`src/base64_encoder_unit_defines.svh`:
```
// Assertion macros shared by the checking code of the base64 encoder.
`ifndef BASE64_ENCODER_UNIT_DEFINES_SVH
`define BASE64_ENCODER_UNIT_DEFINES_SVH

// Same-cycle implication, checked on every rising edge outside reset.
`define B64E_ASSERT_IMP(lbl, ante, cons, msg) \
  lbl: assert property (@(posedge clk) disable iff (rst) (ante) |-> (cons)) \
    else $error(msg);

// Next-cycle implication, checked on every rising edge outside reset.
`define B64E_ASSERT_NXT(lbl, ante, cons, msg) \
  lbl: assert property (@(posedge clk) disable iff (rst) (ante) |=> (cons)) \
    else $error(msg);

`endif

```
`src/b64enc_pkg.sv`:
```
`default_nettype none

package b64enc_pkg;

  localparam logic [7:0] PAD_CHAR = 8'h3D;

  // One group of three bytes, zero-filled when short.
  typedef struct packed {
    logic [7:0] b0;
    logic [7:0] b1;
    logic [7:0] b2;
    logic [2:0] nalpha;  // alphabet characters in the group, 2 to 4
    logic       fin;     // group closes the message
  } group_t;

  // Map a sextet onto the standard alphabet.
  function automatic logic [7:0] sextet_char(input logic [5:0] v);
    logic [7:0] c;
    if (v < 6'd26) begin
      c = 8'h41 + {2'b00, v};
    end else if (v < 6'd52) begin
      c = 8'h61 + {2'b00, v} - 8'd26;
    end else if (v < 6'd62) begin
      c = 8'h30 + {2'b00, v} - 8'd52;
    end else if (v == 6'd62) begin
      c = 8'h2B;
    end else begin
      c = 8'h2F;
    end
    return c;
  endfunction

endpackage

`default_nettype wire

```
`src/b64enc_front.sv`:
```
`default_nettype none

module b64enc_front
  import b64enc_pkg::*;
(
  input  wire logic       clk,
  input  wire logic       rst,
  input  wire logic       accept,
  input  wire logic [7:0] data_byte,
  input  wire logic       final_byte,
  output logic            q_push,
  output group_t          q_entry
);

  logic [7:0] pend_b0;
  logic [7:0] pend_b1;
  logic [1:0] pend_cnt;
  logic       emit;

  // Emit a group on the final byte or on the byte that completes three.
  assign emit   = final_byte || (pend_cnt == 2'd2);
  assign q_push = accept && emit;

  always_comb begin
    q_entry.b0     = (pend_cnt == 2'd0) ? data_byte : pend_b0;
    q_entry.b1     = (pend_cnt == 2'd0) ? 8'd0 :
                     (pend_cnt == 2'd1) ? data_byte : pend_b1;
    q_entry.b2     = (pend_cnt == 2'd2) ? data_byte : 8'd0;
    q_entry.nalpha = {1'b0, pend_cnt} + 3'd2;
    q_entry.fin    = final_byte;
  end

  always_ff @(posedge clk) begin
    if (rst) begin
      pend_cnt <= 2'd0;
    end else if (accept) begin
      pend_cnt <= emit ? 2'd0 : pend_cnt + 2'd1;
    end
  end

  // Hold pending bytes.
  always_ff @(posedge clk) begin
    if (accept && !emit) begin
      if (pend_cnt == 2'd0) begin
        pend_b0 <= data_byte;
      end else begin
        pend_b1 <= data_byte;
      end
    end
  end

endmodule

`default_nettype wire

```
`src/b64enc_queue.sv`:
```
`default_nettype none

module b64enc_queue
  import b64enc_pkg::*;
#(
  parameter int DEPTH = 2
) (
  input  wire logic   clk,
  input  wire logic   rst,
  input  wire logic   wr_en,
  input  wire group_t wr_data,
  input  wire logic   rd_en,
  output group_t      rd_data,
  output logic        q_full,
  output logic        q_empty
);

  localparam int AW = (DEPTH > 1) ? $clog2(DEPTH) : 1;
  localparam int CW = $clog2(DEPTH + 1);

  group_t          slots [DEPTH];
  logic [AW-1:0]   wr_ptr;
  logic [AW-1:0]   rd_ptr;
  logic [CW-1:0]   count;
  logic            do_wr;
  logic            do_rd;

  assign q_full  = (count == CW'(DEPTH));
  assign q_empty = (count == '0);
  assign do_wr   = wr_en && !q_full;
  assign do_rd   = rd_en && !q_empty;
  assign rd_data = slots[rd_ptr];

  always_ff @(posedge clk) begin
    if (rst) begin
      wr_ptr <= '0;
      rd_ptr <= '0;
      count  <= '0;
    end else begin
      if (do_wr) begin
        wr_ptr <= (wr_ptr == AW'(DEPTH - 1)) ? '0 : wr_ptr + 1'b1;
      end
      if (do_rd) begin
        rd_ptr <= (rd_ptr == AW'(DEPTH - 1)) ? '0 : rd_ptr + 1'b1;
      end
      if (do_wr && !do_rd) begin
        count <= count + 1'b1;
      end else if (do_rd && !do_wr) begin
        count <= count - 1'b1;
      end
    end
  end

  always_ff @(posedge clk) begin
    if (do_wr) begin
      slots[wr_ptr] <= wr_data;
    end
  end

endmodule

`default_nettype wire

```
`src/b64enc_back.sv`:
```
`default_nettype none

module b64enc_back
  import b64enc_pkg::*;
(
  input  wire logic       clk,
  input  wire logic       rst,
  input  wire logic       q_empty,
  input  wire group_t     q_entry,
  output logic            q_pop,
  input  wire logic       pop,
  output logic            empty,
  output logic [7:0]      text_char,
  output logic            run_end,
  output logic            text_end
);

  group_t     cur;
  logic       cur_valid;
  logic [1:0] idx;
  logic       out_valid;
  logic       load_out;
  logic       last_slot;
  logic [5:0] sextet;
  logic [7:0] char_next;

  assign empty     = !out_valid;
  assign load_out  = cur_valid && (!out_valid || pop);
  assign last_slot = (idx == 2'd3);
  assign q_pop     = !q_empty && (!cur_valid || (load_out && last_slot));

  always_comb begin
    case (idx)
      2'd0:    sextet = cur.b0[7:2];
      2'd1:    sextet = {cur.b0[1:0], cur.b1[7:4]};
      2'd2:    sextet = {cur.b1[3:0], cur.b2[7:6]};
      default: sextet = cur.b2[5:0];
    endcase
    char_next = ({1'b0, idx} >= cur.nalpha) ? PAD_CHAR : sextet_char(sextet);
  end

  always_ff @(posedge clk) begin
    if (rst) begin
      cur_valid <= 1'b0;
      idx       <= 2'd0;
      out_valid <= 1'b0;
    end else begin
      if (q_pop) begin
        cur_valid <= 1'b1;
      end else if (load_out && last_slot) begin
        cur_valid <= 1'b0;
      end
      if (load_out) begin
        idx <= idx + 2'd1;
      end
      if (load_out) begin
        out_valid <= 1'b1;
      end else if (pop) begin
        out_valid <= 1'b0;
      end
    end
  end

  always_ff @(posedge clk) begin
    if (q_pop) begin
      cur <= q_entry;
    end
    if (load_out) begin
      text_char <= char_next;
      run_end   <= last_slot;
      text_end  <= last_slot && cur.fin;
    end
  end

endmodule

`default_nettype wire

```
`src/base64_encoder_unit.sv`:
```
// Base64 encoder, standard alphabet with '=' padding, one byte per transaction.
// Path: group queue, then current-group register, then character output register.
// Throughput: one byte per cycle in while the queue has room; one character per cycle out
//   while the output is popped, so a steady stream is set by four characters per group.
// Reset: synchronous, clears pending count, queue pointers and all valid flags.
`default_nettype none

`include "base64_encoder_unit_defines.svh"

module base64_encoder_unit
  import b64enc_pkg::*;
#(
  parameter int QUEUE_DEPTH = 2
) (
  input  wire logic       clk,
  input  wire logic       rst,
  input  wire logic       push,
  output logic            full,
  input  wire logic [7:0] data_byte,
  input  wire logic       final_byte,
  output logic            empty,
  input  wire logic       pop,
  output logic [7:0]      text_char,
  output logic            run_end,
  output logic            text_end
);

  // Queue between the front (byte gathering) and the back (character output).
  logic   accept;
  logic   q_push;
  logic   q_pop;
  logic   q_full;
  logic   q_empty;
  group_t q_wr_entry;
  group_t q_rd_entry;

  // Take a transaction whenever the group queue has room; hold off every byte
  // while the queue is full, even one that would only be gathered.
  assign full   = q_full;
  assign accept = push && !full;

  // Front: hold up to two bytes, build a zero-filled group on the third byte
  // or on the final byte.
  b64enc_front u_front (
    .clk        (clk),
    .rst        (rst),
    .accept     (accept),
    .data_byte  (data_byte),
    .final_byte (final_byte),
    .q_push     (q_push),
    .q_entry    (q_wr_entry)
  );

  b64enc_queue #(
    .DEPTH (QUEUE_DEPTH)
  ) u_queue (
    .clk     (clk),
    .rst     (rst),
    .wr_en   (q_push),
    .wr_data (q_wr_entry),
    .rd_en   (q_pop),
    .rd_data (q_rd_entry),
    .q_full  (q_full),
    .q_empty (q_empty)
  );

  // Back: step through four character slots per group, padding the tail,
  // and present each character from an output register.
  b64enc_back u_back (
    .clk       (clk),
    .rst       (rst),
    .q_empty   (q_empty),
    .q_entry   (q_rd_entry),
    .q_pop     (q_pop),
    .pop       (pop),
    .empty     (empty),
    .text_char (text_char),
    .run_end   (run_end),
    .text_end  (text_end)
  );

  // The end of the text always closes a group.
  `B64E_ASSERT_IMP(a_text_end_closes_run, !empty && text_end, run_end,
                   "text_end without run_end")
  // A final byte must always produce a group.
  `B64E_ASSERT_IMP(a_final_emits_group, accept && final_byte, q_push,
                   "final byte did not push a group")
  // The back never drains an empty queue.
  `B64E_ASSERT_IMP(a_no_pop_on_empty, q_pop, !q_empty,
                   "group queue read while empty")

endmodule

`default_nettype wire
```
`config.mk`:
```
export PLATFORM = sky130hd
export DESIGN_NAME = base64_encoder_unit
export DESIGN_NICKNAME = d
export VERILOG_FILES = /design/src/b64enc_pkg.sv /design/src/b64enc_front.sv /design/src/b64enc_queue.sv /design/src/b64enc_back.sv /design/src/base64_encoder_unit.sv
export VERILOG_INCLUDE_DIRS = /design/src /design/src/src
export SDC_FILE = /design/constraint.sdc
export NUM_CORES = 1
export LEC_CHECK = 0
export ABC_AREA = 0
export BUFFER_PORTS_ARGS = -buffer_cell sky130_fd_sc_hd__buf_2
export CORE_ASPECT_RATIO = 0.7
export CORE_MARGIN = 4
export CORE_UTILIZATION = 47
export CTS_BUF_LIST = sky130_fd_sc_hd__clkbuf_8 sky130_fd_sc_hd__clkbuf_16
export CTS_CLUSTER_SIZE = 12
export DETAILED_ROUTE_END_ITERATION = 8
export GPL_TIMING_DRIVEN = 0
export SYNTH_ARGS = -nofsm -noshare
export SYNTH_HDL_FRONTEND = slang
export SYNTH_SLANG_ARGS = --single-unit
```
`constraint.sdc`:
```
create_clock -name clk -period 6.1 [get_ports clk]
set_input_delay 0.305 -clock clk [delete_from_list [all_inputs] [get_ports clk]]
set_output_delay 0.305 -clock clk [all_outputs]
set_load 0.02 [all_outputs]
```
After elaboration in Yosys (flattened, before gate mapping)
Memories as Yosys holds them, arrays and structs flattened. A register that Yosys moved wholly into a read port is not among the register bits.
Index checks and enable logic that the tools add are counted.

word-level totals
  register bits = 36
  bits in latches = 0
  RAM bits = 56
  ROM bits = 0
  input port bits = 13
  output and inout port bits = 12
  word-level logic and storage cells = 85
  memories kept = 1

cells by class
  add/sub/neg operators = 12
  multipliers = 0
  div/mod/pow operators = 0
  order comparisons = 4
  eq/ne operators = 7
  shifts and indexed selects = 0
  multiplexer cells = 20
  bitwise gates (word level) = 1
  reductions and logical operators = 28

memories
  memory         words  bits a word  read ports  clocked after memory_dff  wr ports  line                text
  u_queue.slots  2      28           1           1                         1         b64enc_queue.sv:21  group_t slots [DEPTH];

operators by type and width
  operator               number
  $mux W8                7
  $pmux W6 S3            1
  $add A7 B6 Y8 const A  2
  $lt A6 B6 Y1 const B   2
  $logic_and A1 B1 Y1    11
  $eq A2 B2 Y1 const B   4
  $mux W1                8
  $sub A8 B5 Y8 const B  1
  $sub A8 B6 Y8 const B  1
  $add A6 B6 Y7 const A  1
  $logic_not A1 Y1       7
  $add A2 B1 Y2 const B  3
  $eq A6 B6 Y1 const B   1
  $logic_not A2 Y1       3
  $lt A6 B5 Y1 const B   1
  $mux W2                3
  $reduce_bool A2 Y1     3
  $eq A2 B1 Y1 const B   2
  $add A2 B2 Y3 const B  1
  $ge A2 B3 Y1           1
  $logic_or A1 B1 Y1     3
  $mux W3                1
  $add A1 B1 Y1 const B  2
  $reduce_and A2 Y1      1
  2 further kinds        2

Depth between registers and ports, before layout
  word-level depth = 10
  depth in mapped cells = 11

Modules after synthesis
Synthesis repeated with hierarchy kept, for this count alone.

second synthesis, totals
  cells, all modules = 324
  area, all modules = 5071.1 um^2

modules (own cells, without submodules)
  module               instances  cells each  area an instance (um^2)  sequential area each (um^2)
  b64enc_queue         1          112         2234.6                   1781.7
  b64enc_back          1          142         1905.6                   1221.2
  b64enc_front         1          69          917.1                    520.5
  base64_encoder_unit  1          1           13.8                     0.0

Least setup slack after synthesis
No wires, ideal clock.

  path kind = flip-flop to flip-flop
  from = register u_queue.count[0]
  to = memory u_queue.slots[0][0] in the netlist's numbering (enable)
  library setup time = 0.448 ns
  arrival time = 2.756 ns
  slack = 2.896 ns
  stages on the path, launching flop included = 4
  buffers on the path = 0
  clock period less this slack = 3.204 ns
  cell sequence = dfxtp_1 -> nor2b_1 -> nand2b_1 -> nor3_1

between the ends
  word-level cells in the longest chain between the ends = 7

RTL lines
  item                             line                                           text
  start: declaration               b64enc_queue.sv:24                             logic [CW-1:0] count;
  start signal: assignment         b64enc_queue.sv:47                             count <= count + 1'b1;
  start signal: assignment         b64enc_queue.sv:49                             count <= count - 1'b1;
  $eq A2 B2 Y1 *                   b64enc_queue.sv:28                             assign q_full = (count == CW'(DEPTH));
  named net full                   base64_encoder_unit.sv:18                      output logic full,
  $logic_not A1 Y1 *               b64enc_queue.sv:30, base64_encoder_unit.sv:40
  $logic_and A1 B1 Y1              base64_encoder_unit.sv:40                      assign accept = push && !full;
  $logic_and A1 B1 Y1              b64enc_front.sv:22                             assign q_push = accept && emit;
  $logic_and A1 B1 Y1 *            b64enc_queue.sv:30                             assign do_wr = wr_en && !q_full;
  $mux W1 *                        b64enc_queue.sv:55                             if (do_wr) begin
  $mux W1 (implied by the code) *  b64enc_queue.sv:56                             slots[wr_ptr] <= wr_data;
  end: declaration                 b64enc_queue.sv:21

The timed path passes the listed nets; every way through them passes the cells marked *.

Worst setup path in the final report
  from = register u_back.idx[1]
  to = register u_back.text_char[3] (data pin)

between the ends
  word-level cells in the longest chain between the ends = 7

RTL lines
  item                                  line               text
  start: declaration                    b64enc_back.sv:20  logic [1:0] idx;
  start signal: assignment              b64enc_back.sv:54  idx <= idx + 2'd1;
  $eq A2 B2 Y1 (tied with other cells)  b64enc_back.sv:33  case (idx)
  $pmux W6 S3                           b64enc_back.sv:33
  $add A6 B6 Y7                         b64enc_pkg.sv:24   c = 8'h30 + {2'b00, v} - 8'd52;
  $sub A8 B6 Y8                         b64enc_pkg.sv:24
  $mux W8                               b64enc_pkg.sv:23   end else if (v < 6'd62) begin
  $mux W8                               b64enc_pkg.sv:21   end else if (v < 6'd52) begin
  $mux W8                               b64enc_pkg.sv:19   if (v < 6'd26) begin
  end signal: assignment                b64enc_back.sv:69  text_char <= char_next;
  end: declaration                      b64enc_back.sv:13  output logic [7:0] text_char,

Parallel ways exist; a longest one is shown, timed or not.
A chain may end at the register's enable or synchronous reset.

==> impl_metrics.py <==
metrics = {
    "synthesis": {
        "synth-async-reset-ratio_pct": 0,
        "synth_cells": 339,
        "synth_edf_count": 110,
        "most_common_library_cells_after_synthesis": "110 x sky130_fd_sc_hd__edfxtp_1, 37 x sky130_fd_sc_hd__mux2_2, 21 x sky130_fd_sc_hd__nor2_1",
        "synthFlopType": "sky130_fd_sc_hd__edfxtp_1",
        "syn_area_um2": 5170,
        "post_synth_main_area_contributors": "sky130_fd_sc_hd__edfxtp_1 64%, sky130_fd_sc_hd__mux2_2 8.1%, sky130_fd_sc_hd__dfxtp_1 3.9%, sky130_fd_sc_hd__ha_1 3.6%, sky130_fd_sc_hd__mux2i_1 2.5%",
        "synth.most_common_cell": "sky130_fd_sc_hd__edfxtp_1",
        "synth.net_count": 367,
        "synth_area_leader_cell": "sky130_fd_sc_hd__edfxtp_1",
        "yosysWarningCount": 0,
        "synth_area_per_cell_um2": 15.3,
        "synth.lib_cells_used.distinct": 54,
        "synth.yosys.seq_area_share_pct": 67.8,
        "synth_seq_cells": 120,
        "netlist.area_leader.share_pct": 63.9,
    },
    "timing": {
        "finalWorstPathRequiredPeriod_ps": 3290,
        "layout_worst_path_cycle_share_pct": 54.0,
        "postLayoutSetupSlackWorst_ps": 2810,
        "timing.final.hold_violations": 0,
        "grt_setup_unrepaired": "false",
        "final-setup-viol-count": 0,
        "final.hold.worst_slack_ps": 118,
        "slew_viol_final": 0,
        "timing.clock.skew_ps": 12.0,
        "timing_worst_slew_pin_value_ps": 1160,
        "max_freq_ghz": 0.304,
        "totalNegativeSetupSlack_ps": 0,
        "worst_slew_slack_as_a_fraction_of_its_limit_pct": 22.7,
    },
    "place": {
        "dp_hpwl_mm": 6.69,
        "dp_worst_setup_slack_ps": 2840,
        "globalplace.congestion": 0.857,
        "i_o_buffers": 23,
    },
    "global_route": {
        "grt_first_pass_wirelength_mm": 16.1,
        "grt_max_degree": 30,
        "globalRoute.totalOverflow": 0,
        "globalRouteTotalUtil_pct": 17.0,
        "number_of_antenna_violations_at_the_first_check_in_global_routing": 0,
        "grt_pass1_vias": 2973,
    },
    "pwr": {
        "leakage_component_of_the_power_nw": 2.19,
        "combinationalPowerShare_pct": 32.5,
        "register_share_of_total_power_pct": 36.7,
        "p_clk_share_pct": 30.9,
        "total_power_mw": 3.25,
        "netSwitchingFraction_pct": 32.8,
        "p_switching_mw": 1.06,
        "max-vdd-ir-drop_mv": 0.270,
        "power.density_cell_area_nw_per_um2": 531,
        "internal_power_contribution_mw": 2.18,
    },
    "worst_setup_path": {
        "critPathLaunchType": "flip-flop",
        "crit_path_cells": "inv_1 -> ha_1 -> a22oi_1 -> a22o_2 -> clkinv_1 -> ha_1 -> inv_1 -> a211oi_1 -> o31ai_1 -> nand3_1 -> a221o_1",
        "timing.rr.start": "u_back.idx[1]",
        "r2r_end": "u_back.text_char[3]",
        "worst_path_max_delay_cell": "sky130_fd_sc_hd__dfxtp_1",
        "worst_path_largest_cell_delay_ps": 440,
        "r2r_slack_ps": 2810,
        "worst-path-max-fanout": 9,
        "crit_required_ps": 6250,
        "crit_arrival_ps": 3440,
        "critical_path_class": "reg -> reg",
        "r2r_cells": 11,
        "number_of_buffers_and_inverters_on_the_critical_path": 3,
        "cp-end-kind": "flip-flop",
        "critPathTopFamily": "compound AO/OA/AOI/OAI gates",
    },
    "detailed_routing": {
        "first_iter_violations": 245,
        "drt_drc_violations_left": 0,
        "number_of_iterations_in_the_first_detailed_routing_pass": 4,
        "detail_route.wl_per_cell_um": 18.0,
        "detail_route.vias_per_cell": 5.35,
        "detailroute.via_count": 2911,
        "ant_nets": 0,
        "detail_route.wirelength_mm": 9.82,
    },
    "floorplanning": {
        "floorplan.rows": 31,
        "io-pin-count": 25,
        "die_area_um2": 12800,
        "core_um2": 10600,
        "die_h_um": 95.8,
        "dieWidth_um": 133,
        "initial_cell_density_of_the_core_pct": 49.0,
    },
    "clock_tree": {
        "worst_setup_hold_path_clk_slew_ps": 60,
        "cts-root-buf": "sky130_fd_sc_hd__clkbuf_16",
        "cts_made_buffers": 17,
        "postCtsResizedCells": 0,
        "cts-root-to-sink-buffers": 2,
        "numClockSinks": 120,
        "tritoncts_clock_tree": "yes",
        "cts_max_level": 4,
        "postCtsSetupRepairBufs": 0,
        "hold_buffers": 0,
        "clk-insertion-delay-late_ps": 410,
    },
    "min_path": {
        "worst_hold_path.endpoint": "u_front.pend_b1[4]",
        "hold_path.startpoint": "data_byte[4]",
        "worst_hold_path_type": "in -> reg",
        "worst_hold_path.num_cells": 1,
    },
    "final_layout": {
        "final_layout_size_suffix_gt1_share_pct": 29.5,
        "antenna-diode-count": 0,
        "synthToLayoutAreaGrowth_pct": 18.3,
        "num-nets-final": 411,
        "final_core_utilization_pct": 58.0,
    },
    "job": {
        "drv.max_cap_violation_count": 0,
    },
    "outcome": {
        "run_status": "finished, final reports clean",
    },
}
cell type report:
type,instances,area [um^2]
plain buffers,11,51.3
clock buffers,17,425
clock inverters,15,179
fillers,864,4440
inverters,20,80.1
multi-input cells,188,1550
flip-flops and latches,120,3500
well taps,148,185
repair buffers,25,138
registers in the layout, summed over array words and instances (netlist names):
register,count
u_front.pend_b1,8
u_front.pend_cnt,2
u_back.out_valid,1
u_back.idx,2
u_queue.count,2
u_queue.slots,56
u_back.text_char,8
u_queue.wr_ptr,1
u_back.cur_valid,1
u_queue.rd_ptr,1
u_back.cur,28
u_back.text_end,1
u_front.pend_b0,8
u_back.run_end,1
power groups by stage:
stage / clock [mW] / combinational, mW / sequential [mW]
5_1_grt: 1.06 / 1.16 / 1.21
3_5_place_dp: 0 / 1.05 / 1.21
2_1_floorplan: 0 / 0.747 / 1.23
3_3_place_gp: 0 / 1.03 / 1.20
4_1_cts: 1.01 / 1.06 / 1.19
6_report: 1.00 / 1.05 / 1.19
worst max path at each step:
stage / start / end / slack (ps) / cells after the start
final: u_back.idx[1] / u_back.text_char[3] / 2810 / 11
after global routing: u_back.idx[1] / u_back.text_char[3] / 2560 / 11
after CTS: u_back.idx[1] / u_back.text_char[3] / 2830 / 11
after detailed placement: u_back.idx[1] / u_back.text_char[3] / 2840 / 11
after global placement: u_queue.count[0] / u_queue.slots[0][13] / 1670 / 3
after floorplan: u_queue.count[0] / u_queue.slots[0][0] / 2900 / 3
metrics by stage:
| stage | area, um^2 | cells |
|---|---|---|
| after floorplan | 5170 | 339 |
| after global placement | 5470 | 510 |
| after detailed placement | 5510 | 512 |
| after CTS | 6110 | 544 |
| after global routing | 6110 | 544 |
| final | 6110 | 544 |
cells by family (layout without fill, tap and decap cells):
kind of cell | after synthesis | after routing | share of synthesized area, %
XOR/XNOR | 7 | 7 | 1.19
buffers and inverters | 31 | 88 | 2.54
multiplexers | 51 | 51 | 10.9
flip-flops | 120 | 120 | 67.8
AO/OA/AOI/OAI | 53 | 53 | 7.94
adder cells (fa/ha/maj) | 15 | 15 | 3.63
AND/OR/NAND/NOR | 62 | 62 | 6.08
layout by cell type, fill, tap and decap left out, types with 5 or more instances in the layout:
cell type / instances
sky130_fd_sc_hd__nand2_1: 7
sky130_fd_sc_hd__xnor2_1: 5
sky130_fd_sc_hd__dfxtp_1: 10
sky130_fd_sc_hd__o21ai_0: 5
sky130_fd_sc_hd__clkinvlp_4: 6
sky130_fd_sc_hd__a21oi_1: 13
sky130_fd_sc_hd__clkbuf_16: 17
sky130_fd_sc_hd__inv_1: 18
sky130_fd_sc_hd__edfxtp_1: 110
sky130_fd_sc_hd__nor2_1: 21
sky130_fd_sc_hd__clkbuf_1: 7
sky130_fd_sc_hd__nor3_1: 5
sky130_fd_sc_hd__buf_2: 25
sky130_fd_sc_hd__mux2_2: 37
sky130_fd_sc_hd__ha_1: 15
sky130_fd_sc_hd__and2_1: 10
sky130_fd_sc_hd__mux2i_1: 13
per-layer routing:
layer,global-route usage (%),part of all wire (%),up-vias
met1,23.7,49,1455
met2,25.8,45,68
met5,0,0,-
li1,-,-,1382
met4,4.88,0.73,0
met3,5.59,5.1,6
No activity file was read; power rests on OpenSTA's default activity.
